`src/rtl/modexp_pkg.sv`:
```
// shared types and constants for the modular exponentiation core
// no dependencies; imported by the controller, datapath and top level
`default_nettype none

package modexp_pkg;

   // configuration register indexes
   localparam int CSR_INDEX_WIDTH = 2;
   localparam logic [CSR_INDEX_WIDTH-1:0] CSR_MODULUS      = 2'd0;
   localparam logic [CSR_INDEX_WIDTH-1:0] CSR_ENC_EXPONENT = 2'd1;
   localparam logic [CSR_INDEX_WIDTH-1:0] CSR_DEC_EXPONENT = 2'd2;

   // register reset values
   localparam int RESET_MODULUS      = 143;
   localparam int RESET_ENC_EXPONENT = 7;
   localparam int RESET_DEC_EXPONENT = 223;

   typedef enum logic [2:0] {
      ST_IDLE,
      ST_REDUCE,
      ST_CHECK,
      ST_MUL_ACC,
      ST_MUL_SQR,
      ST_FINISH
   } state_type;

   // commands from controller to datapath
   typedef struct packed {
      logic load;
      logic red_step;
      logic base_from_red;
      logic mul_step;
      logic acc_write;
      logic base_write;
      logic mul_init_acc;
      logic mul_init_sqr;
      logic out_load;
   } cmd_type;

   // status from datapath to controller
   typedef struct packed {
      logic cnt_last;
      logic exp_bit;
      logic exp_zero;
   } status_type;

endpackage

`default_nettype wire

```
`src/rtl/modexp_datapath.sv`:
```
// datapath: base reduction, shared shift-and-add modular multiplier, exponent shifter
// depends on modexp_pkg for the command and status structs
`default_nettype none

module modexp_datapath #(
   parameter int VALUE_WIDTH = 16
) (
   input  wire                        clock,
   input  wire modexp_pkg::cmd_type   cmd,
   input  wire                        req_type,
   input  wire  [VALUE_WIDTH-1:0]     req_message_value,
   input  wire  [VALUE_WIDTH-1:0]     modulus,
   input  wire  [VALUE_WIDTH-1:0]     enc_exponent,
   input  wire  [VALUE_WIDTH-1:0]     dec_exponent,
   output modexp_pkg::status_type     status,
   output logic [VALUE_WIDTH-1:0]     result_value
);
   import modexp_pkg::*;

   localparam int CNT_W = $clog2(VALUE_WIDTH);

   // (a + b) mod n for a, b below n
   function automatic logic [VALUE_WIDTH-1:0] add_mod(
      input logic [VALUE_WIDTH-1:0] a,
      input logic [VALUE_WIDTH-1:0] b,
      input logic [VALUE_WIDTH-1:0] n
   );
      logic [VALUE_WIDTH:0] sum;
      sum = {1'b0, a} + {1'b0, b};
      if (sum >= {1'b0, n}) begin
         sum = sum - {1'b0, n};
      end
      return sum[VALUE_WIDTH-1:0];
   endfunction

   // one restoring step: (2r + bit) mod n for r below n
   function automatic logic [VALUE_WIDTH-1:0] reduce_step(
      input logic [VALUE_WIDTH-1:0] r,
      input logic                   bit_in,
      input logic [VALUE_WIDTH-1:0] n
   );
      logic [VALUE_WIDTH:0] wide;
      wide = {r, bit_in};
      if (wide >= {1'b0, n}) begin
         wide = wide - {1'b0, n};
      end
      return wide[VALUE_WIDTH-1:0];
   endfunction

   logic [VALUE_WIDTH-1:0] msg_ff, msg_in;
   logic [VALUE_WIDTH-1:0] rem_ff, rem_in;
   logic [VALUE_WIDTH-1:0] base_ff, base_in;
   logic [VALUE_WIDTH-1:0] acc_ff, acc_in;
   logic [VALUE_WIDTH-1:0] exp_ff, exp_in;
   logic [VALUE_WIDTH-1:0] ma_ff, ma_in;
   logic [VALUE_WIDTH-1:0] mb_ff, mb_in;
   logic [VALUE_WIDTH-1:0] prod_ff, prod_in;
   logic [VALUE_WIDTH-1:0] result_ff, result_in;
   logic [CNT_W-1:0]       cnt_ff, cnt_in;

   logic [VALUE_WIDTH-1:0] red_next;
   logic [VALUE_WIDTH-1:0] prod_next;
   logic [VALUE_WIDTH-1:0] ma_next;

   assign red_next  = reduce_step(rem_ff, msg_ff[VALUE_WIDTH-1], modulus);
   assign prod_next = mb_ff[0] ? add_mod(prod_ff, ma_ff, modulus) : prod_ff;
   assign ma_next   = add_mod(ma_ff, ma_ff, modulus);

   always_comb begin
      msg_in    = msg_ff;
      rem_in    = rem_ff;
      base_in   = base_ff;
      acc_in    = acc_ff;
      exp_in    = exp_ff;
      ma_in     = ma_ff;
      mb_in     = mb_ff;
      prod_in   = prod_ff;
      result_in = result_ff;
      cnt_in    = cnt_ff;

      if (cmd.load) begin
         msg_in = req_message_value;
         rem_in = '0;
         cnt_in = '0;
         // one mod n: zero for a modulus of one
         acc_in = (modulus == VALUE_WIDTH'(1)) ? '0 : VALUE_WIDTH'(1);
         exp_in = req_type ? dec_exponent : enc_exponent;
      end
      if (cmd.red_step) begin
         msg_in = {msg_ff[VALUE_WIDTH-2:0], 1'b0};
         rem_in = red_next;
         cnt_in = cnt_ff + CNT_W'(1);
      end
      if (cmd.base_from_red) begin
         base_in = red_next;
      end
      if (cmd.mul_step) begin
         prod_in = prod_next;
         ma_in   = ma_next;
         mb_in   = {1'b0, mb_ff[VALUE_WIDTH-1:1]};
         cnt_in  = cnt_ff + CNT_W'(1);
      end
      if (cmd.acc_write) begin
         acc_in = prod_next;
      end
      if (cmd.base_write) begin
         base_in = prod_next;
         exp_in  = {1'b0, exp_ff[VALUE_WIDTH-1:1]};
      end
      if (cmd.mul_init_acc) begin
         ma_in   = acc_ff;
         mb_in   = base_ff;
         prod_in = '0;
         cnt_in  = '0;
      end
      if (cmd.mul_init_sqr) begin
         ma_in   = base_ff;
         mb_in   = base_ff;
         prod_in = '0;
         cnt_in  = '0;
      end
      if (cmd.out_load) begin
         // a zero modulus gives no reduction, result forced to zero
         result_in = (modulus == '0) ? '0 : acc_ff;
      end
   end

   always_ff @(posedge clock) begin
      msg_ff    <= msg_in;
      rem_ff    <= rem_in;
      base_ff   <= base_in;
      acc_ff    <= acc_in;
      exp_ff    <= exp_in;
      ma_ff     <= ma_in;
      mb_ff     <= mb_in;
      prod_ff   <= prod_in;
      result_ff <= result_in;
      cnt_ff    <= cnt_in;
   end

   assign status.cnt_last = (cnt_ff == CNT_W'(VALUE_WIDTH - 1));
   assign status.exp_bit  = exp_ff[0];
   assign status.exp_zero = (exp_ff == '0);
   assign result_value    = result_ff;

endmodule

`default_nettype wire

```
`src/rtl/modexp_ctrl.sv`:
```
// controller: sequences reduction, multiplies and result handoff
// depends on modexp_pkg for state, command and status types
`default_nettype none

module modexp_ctrl (
   input  wire                         clock,
   input  wire                         reset,
   input  wire                         req_valid,
   output logic                        req_stall,
   output logic                        rsp_valid,
   input  wire                         rsp_stall,
   input  wire modexp_pkg::status_type status,
   output modexp_pkg::cmd_type         cmd
);
   import modexp_pkg::*;

   state_type state_ff, state_in;
   logic      rsp_valid_ff, rsp_valid_in;
   logic      out_free;

   assign out_free = !rsp_valid_ff || !rsp_stall;

   always_ff @(posedge clock) begin
      if (reset) begin
         state_ff     <= ST_IDLE;
         rsp_valid_ff <= 1'b0;
      end else begin
         state_ff     <= state_in;
         rsp_valid_ff <= rsp_valid_in;
      end
   end

   always_comb begin
      state_in  = state_ff;
      cmd       = '0;
      req_stall = 1'b1;
      unique case (state_ff)
         ST_IDLE: begin
            req_stall = 1'b0;
            if (req_valid) begin
               cmd.load = 1'b1;
               state_in = ST_REDUCE;
            end
         end
         ST_REDUCE: begin
            cmd.red_step = 1'b1;
            if (status.cnt_last) begin
               cmd.base_from_red = 1'b1;
               state_in          = ST_CHECK;
            end
         end
         ST_CHECK: begin
            if (status.exp_zero) begin
               state_in = ST_FINISH;
            end else if (status.exp_bit) begin
               cmd.mul_init_acc = 1'b1;
               state_in         = ST_MUL_ACC;
            end else begin
               cmd.mul_init_sqr = 1'b1;
               state_in         = ST_MUL_SQR;
            end
         end
         ST_MUL_ACC: begin
            cmd.mul_step = 1'b1;
            if (status.cnt_last) begin
               cmd.acc_write    = 1'b1;
               cmd.mul_init_sqr = 1'b1;
               state_in         = ST_MUL_SQR;
            end
         end
         ST_MUL_SQR: begin
            cmd.mul_step = 1'b1;
            if (status.cnt_last) begin
               cmd.base_write = 1'b1;
               state_in       = ST_CHECK;
            end
         end
         ST_FINISH: begin
            if (out_free) begin
               cmd.out_load = 1'b1;
               state_in     = ST_IDLE;
            end
         end
         default: begin
            state_in = ST_IDLE;
         end
      endcase
   end

   always_comb begin
      rsp_valid_in = rsp_valid_ff;
      if (rsp_valid_ff && !rsp_stall) begin
         rsp_valid_in = 1'b0;
      end
      if (cmd.out_load) begin
         rsp_valid_in = 1'b1;
      end
   end

   assign rsp_valid = rsp_valid_ff;

   // never overwrite a result that is still waiting
   a_no_overwrite: assert property (@(posedge clock) disable iff (reset)
      cmd.out_load |-> (!rsp_valid_ff || !rsp_stall))
      else $error("result register overwritten while stalled");

   // an accepted word always starts with base reduction
   a_accept_reduce: assert property (@(posedge clock) disable iff (reset)
      (req_valid && !req_stall) |=> (state_ff == ST_REDUCE))
      else $error("accepted word did not start reduction");

   // a taken result with no new load leaves the output empty
   a_drain: assert property (@(posedge clock) disable iff (reset)
      (rsp_valid_ff && !rsp_stall && !cmd.out_load) |=> !rsp_valid_ff)
      else $error("result valid not cleared after handoff");

   // the end of a squaring returns to the exponent bit check
   a_sqr_done: assert property (@(posedge clock) disable iff (reset)
      (state_ff == ST_MUL_SQR && status.cnt_last) |=> (state_ff == ST_CHECK))
      else $error("squaring did not return to bit check");

endmodule

`default_nettype wire

```
`src/rtl/modular_exponentiation_core.sv`:
```
// top level of the modular exponentiation core: config registers, controller, datapath
// depends on modexp_pkg, modexp_ctrl and modexp_datapath
//
//   channel  | direction | handshake            | payload
//   req      | in        | req_valid/req_stall  | req_type, req_message_value
//   rsp      | out       | rsp_valid/rsp_stall  | rsp_result_value
//   csr      | in        | csr_write_en         | csr_index, csr_wdata
//
// one word at a time; the run time of a word grows with W = VALUE_WIDTH, with k, the bit length
// of the selected exponent, and with p, its count of ones
// it is set by the shared shift-and-add multiplier, one multiplier bit per cycle
// synchronous active-high reset returns the controller to idle, registers to 143 / 7 / 223
// a finished result waits in the output register under rsp_stall; req is taken again at once
`default_nettype none

module modular_exponentiation_core #(
   parameter int VALUE_WIDTH = 16
) (
   input  wire                                   clock,
   input  wire                                   reset,
   // request channel
   input  wire                                   req_valid,
   output logic                                  req_stall,
   input  wire                                   req_type,
   input  wire  [VALUE_WIDTH-1:0]                req_message_value,
   // response channel
   output logic                                  rsp_valid,
   input  wire                                   rsp_stall,
   output logic [VALUE_WIDTH-1:0]                rsp_result_value,
   // configuration writes
   input  wire                                   csr_write_en,
   input  wire  [modexp_pkg::CSR_INDEX_WIDTH-1:0] csr_index,
   input  wire  [VALUE_WIDTH-1:0]                csr_wdata
);
   import modexp_pkg::*;

   // configuration registers; the user writes them only while the core is idle, the core does not enforce it
   logic [VALUE_WIDTH-1:0] modulus_ff, modulus_in;
   logic [VALUE_WIDTH-1:0] enc_exp_ff, enc_exp_in;
   logic [VALUE_WIDTH-1:0] dec_exp_ff, dec_exp_in;

   cmd_type    cmd;
   status_type status;

   // register decode, unknown index is dropped
   always_comb begin
      modulus_in = modulus_ff;
      enc_exp_in = enc_exp_ff;
      dec_exp_in = dec_exp_ff;
      if (csr_write_en) begin
         unique case (csr_index)
            CSR_MODULUS:      modulus_in = csr_wdata;
            CSR_ENC_EXPONENT: enc_exp_in = csr_wdata;
            CSR_DEC_EXPONENT: dec_exp_in = csr_wdata;
            default: begin
            end
         endcase
      end
   end

   always_ff @(posedge clock) begin
      if (reset) begin
         modulus_ff <= VALUE_WIDTH'(RESET_MODULUS);
         enc_exp_ff <= VALUE_WIDTH'(RESET_ENC_EXPONENT);
         dec_exp_ff <= VALUE_WIDTH'(RESET_DEC_EXPONENT);
      end else begin
         modulus_ff <= modulus_in;
         enc_exp_ff <= enc_exp_in;
         dec_exp_ff <= dec_exp_in;
      end
   end

   // sequencer: handshakes and step commands
   modexp_ctrl u_ctrl (
      .clock     (clock),
      .reset     (reset),
      .req_valid (req_valid),
      .req_stall (req_stall),
      .rsp_valid (rsp_valid),
      .rsp_stall (rsp_stall),
      .status    (status),
      .cmd       (cmd)
   );

   // arithmetic: reduction, multiplier, exponent bits, output register
   modexp_datapath #(
      .VALUE_WIDTH (VALUE_WIDTH)
   ) u_datapath (
      .clock             (clock),
      .cmd               (cmd),
      .req_type          (req_type),
      .req_message_value (req_message_value),
      .modulus           (modulus_ff),
      .enc_exponent      (enc_exp_ff),
      .dec_exponent      (dec_exp_ff),
      .status            (status),
      .result_value      (rsp_result_value)
   );

endmodule

`default_nettype wire

```
`config.mk`:
```
export PLATFORM = sky130hd
export DESIGN_NAME = modular_exponentiation_core
export DESIGN_NICKNAME = d
export VERILOG_FILES = /design/src/rtl/modexp_pkg.sv /design/src/rtl/modexp_datapath.sv /design/src/rtl/modexp_ctrl.sv /design/src/rtl/modular_exponentiation_core.sv
export SDC_FILE = /design/constraint.sdc
export NUM_CORES = 1
export LEC_CHECK = 0
export BUFFER_PORTS_ARGS = -buffer_cell sky130_fd_sc_hd__buf_2
export CORE_UTILIZATION = 30
export DETAILED_ROUTE_END_ITERATION = 6
export GPL_TIMING_DRIVEN = 0
export MAX_ROUTING_LAYER = met4
export PLACE_DENSITY_LB_ADDON = 0.3
export SLEW_MARGIN = 15
export SYNTH_ARGS = -nofsm -noshare
export SYNTH_HDL_FRONTEND = slang
export SYNTH_SLANG_ARGS = --single-unit
export TNS_END_PERCENT = 50
```
`constraint.sdc`:
```
create_clock -name clock -period 6.2 [get_ports clock]
set_clock_uncertainty 0.1 [all_clocks]
set_input_delay 0.31 -clock clock [delete_from_list [all_inputs] [get_ports clock]]
set_output_delay 0.31 -clock clock [all_outputs]
set_load 0.05 [all_outputs]
```
==> results.json <==
{
  "timing.rr.end": "u_datapath.base_ff[5]",
  "worstMarginPinSlew_ns": 1.04,
  "mostFrequentLayoutCell": "nand2_1",
  "numCtsBuffers": 17,
  "synth.top_cell.area_share": 0.319,
  "avgSynthCellArea_sq_um": 9.30,
  "path_max_fanout": 10,
  "synth_ff_type": "edfxtp_1",
  "drive_above_1_share": 0.0931,
  "coreArea_sq_um": 38800,
  "fin_cells": 1882,
  "grt_pass1_wl_mm": 54.9,
  "critPathLaunch": "u_datapath.ma_ff[0]",
  "multi_input_area_sq_um": 6230,
  "hpwlAfterDp_mm": 27.8,
  "timing.rr.start": "u_datapath.ma_ff[0]",
  "fmax_mhz": 190,
  "status": "finished, final reports clean",
  "cts_hold_buf": 0,
  "clock_latency_ns": 0.44,
  "wl_per_cell_um": 19.1,
  "worstPathRequired_ns": 6.29,
  "antenna_left": 0,
  "max-cap-violations": 0,
  "dpl_cell_area_sq_um": 12800,
  "cts_sinks": 200,
  "critical_path_class": "reg -> reg",
  "rows": 72,
  "reg2reg_depth": 17,
  "worstHoldPathType": "in -> reg",
  "drc": 0,
  "finalHoldViolCount": 0,
  "postCtsSetupBuffers": 0,
  "grt_pass1_vias": 9497,
  "synth.distinct_cells": 80,
  "cp-start-kind": "register",
  "synthCells": 1275,
  "die_area_sq_um": 40300,
  "powerDensity_nw_per_um2": 452,
  "vias_per_cell": 5.29,
  "arrival_ns": 5.35,
  "setup_viol": 0,
  "synth.area.top_cells": "edfxtp_1 (32%), dfxtp_1 (12%), ha_1 (6.9%)",
  "area_growth_pct": 13.1,
  "overflow": 0,
  "power.leakage_nw": 5.10,
  "synth_seq_area_share": 0.444,
  "layout.nets": 1460,
  "htree_num_levels": 4,
  "place_inst": 1850,
  "drtIter0Drc": 831,
  "drt_wl_total_mm": 35.9,
  "synth_seq_cells": 200,
  "antenna_found_initial": 0,
  "relSlewSlack": 0.305,
  "vias": 9948,
  "synth_edf_count": 126,
  "synth-warning-count": 0,
  "gp_congestion": 0.960,
  "async_flop_share": 0,
  "start_util": 0.305,
  "cts_resized": 0,
  "maxSlewViolCount": 0,
  "clkTransAtPathRegs_ns": 0.07,
  "tns_ns": 0,
  "critPathCaptureType": "register",
  "power_mw": 6.06,
  "synth_top_area_cell": "edfxtp_1",
  "grt_max_degree": 33,
  "rsz0062_at_grt": "no",
  "ff2ff_setup_slack_ns": 0.94,
  "diodes": 0,
  "endpoint": "u_datapath.base_ff[5]",
  "seq_area_sq_um": 5270,
  "die_w_um": 201,
  "first_pass_iters": 7,
  "min_period_ns": 5.26,
  "ir_drop_uv": 276,
  "grt_usage": 0.183,
  "syn_nets": 1384,
  "finalCritPeriodShare": 0.848,
  "cts_tree": "built",
  "cts_buffer_depth": 2,
  "portBuffers": 55,
  "die_h_um": 201,
  "root_buffer": "clkbuf_16",
  "fillCellCount": 3990,
  "stdcell_area_sq_um": 13400,
  "netlist_area_sq_um": 11900,
  "final_cell_mix": "nand2_1 (190), edfxtp_1 (126), nor2_1 (121), a21oi_1 (110), dfxtp_1 (74)",
  "ios": 58
}
-- power breakdown --
| part | internal (mW) | switching, mW |
|---|---|---|
| Sequential | 1.61 | 0.113 |
| Combinational | 1.27 | 1.88 |
| Clock | 0.652 | 0.519 |
-- Yosys cell counts (9+ instances only) --
cell and n:
nand2_1 191, edfxtp_1 126, nor2_1 121, a21oi_1 111
dfxtp_1 74, o21ai_0 69, ha_1 65, clkbuf_1 50
mux2i_1 48, inv_1 40, nor3_1 35, nor2b_1 34
xnor2_1 27, a22o_1 18, nand3_1 17, nand3b_1 17
a21o_1 16, xor2_1 16, a211oi_1 12, o21a_1 12
o22ai_1 12, nand4_1 11, a22oi_1 9, a31oi_1 9
nor4_1 9
-- flip-flops by register name (all words and copies together), names as in the netlist --
name and flops:
u_datapath.cnt_ff 4, dec_exp_ff 16, enc_exp_ff 16, u_datapath.mb_ff 16
u_ctrl.state_ff 3, u_datapath.base_ff 16, modulus_ff 16, u_datapath.exp_ff 16
u_datapath.msg_ff 16, u_datapath.result_value 16, u_datapath.ma_ff 16, u_ctrl.rsp_valid 1
u_datapath.rem_ff 16, u_datapath.prod_ff 16, u_datapath.acc_ff 16
-- cell type report --
| cell class | count | area share |
|---|---|---|
| Timing Repair Buffer | 57 | 0.0219 |
| Inverter | 40 | 0.0112 |
| Multi-Input combinational cell | 979 | 0.464 |
| Clock inverter | 9 | 0.0103 |
| Sequential cell | 200 | 0.393 |
| Clock buffer | 23 | 0.0341 |
| Tap cell | 518 | 0.0483 |
| Buffer | 56 | 0.0171 |
-- how the worst min path moves through the flow --
stage	startpoint	end	slack, ns	cells after the start
3_3_place_gp	dec_exp_ff[13]	dec_exp_ff[13]	0.34	2
4_1_cts	req_message_value[0]	u_datapath.msg_ff[0]	0.005	3
5_1_grt	req_message_value[0]	u_datapath.msg_ff[0]	0.005	3
6_report	req_message_value[0]	u_datapath.msg_ff[0]	0.01	3
2_1_floorplan	csr_wdata[0]	modulus_ff[0]	0.33	1
3_5_place_dp	dec_exp_ff[13]	dec_exp_ff[13]	0.35	2
-- cell families (layout without fill, tap and decap cells) --
kind of cell / count (synthesis) / in the layout / synth area share
buffers and inverters: 96 / 185 / 0.0320
AO/OA/AOI/OAI: 326 / 326 / 0.177
XOR/XNOR: 43 / 43 / 0.0318
multiplexers: 56 / 56 / 0.0484
AND/OR/NAND/NOR: 485 / 485 / 0.192
adder cells (fa/ha/maj): 69 / 69 / 0.0754
flip-flops: 200 / 200 / 0.444
-- critical path: stages, from the launching register on --
cell and delay, ns:
edfxtp_1 0.48, ha_1 0.28, fa_1 0.46, a211oi_2 0.29
o211ai_1 0.21, a31o_2 0.28, a21oi_1 0.16, xnor2_1 0.17
ha_1 0.33, nand4_1 0.20, o21ai_0 0.12, a31oi_1 0.33
a21oi_2 0.14, nor3b_4 0.47, buf_8 0.23, mux2i_1 0.30
a21oi_1 0.20, a21o_1 0.23
-- through the flow --
stage           util  hold WS (ns)  setup WS (ns)
4_1_cts        0.345       0.00516           1.01
2_1_floorplan      -         0.328           1.87
5_1_grt        0.345       0.00491          0.629
6_report       0.345        0.0149          0.940
3_3_place_gp   0.329         0.344           1.09
3_5_place_dp   0.330         0.347           1.06
-- metal layers --
layer	share of wire	GRT usage	vias to the layer above	wire length (um)
li1	-	-	4794	-
met1	0.46	0.239	4831	16500
met2	0.46	0.287	276	16600
met3	0.051	0.0323	47	1840
met4	0.027	0.0575	0	970
met5	0	-	-	0
Note: power is estimated with default switching activity, not from simulation.
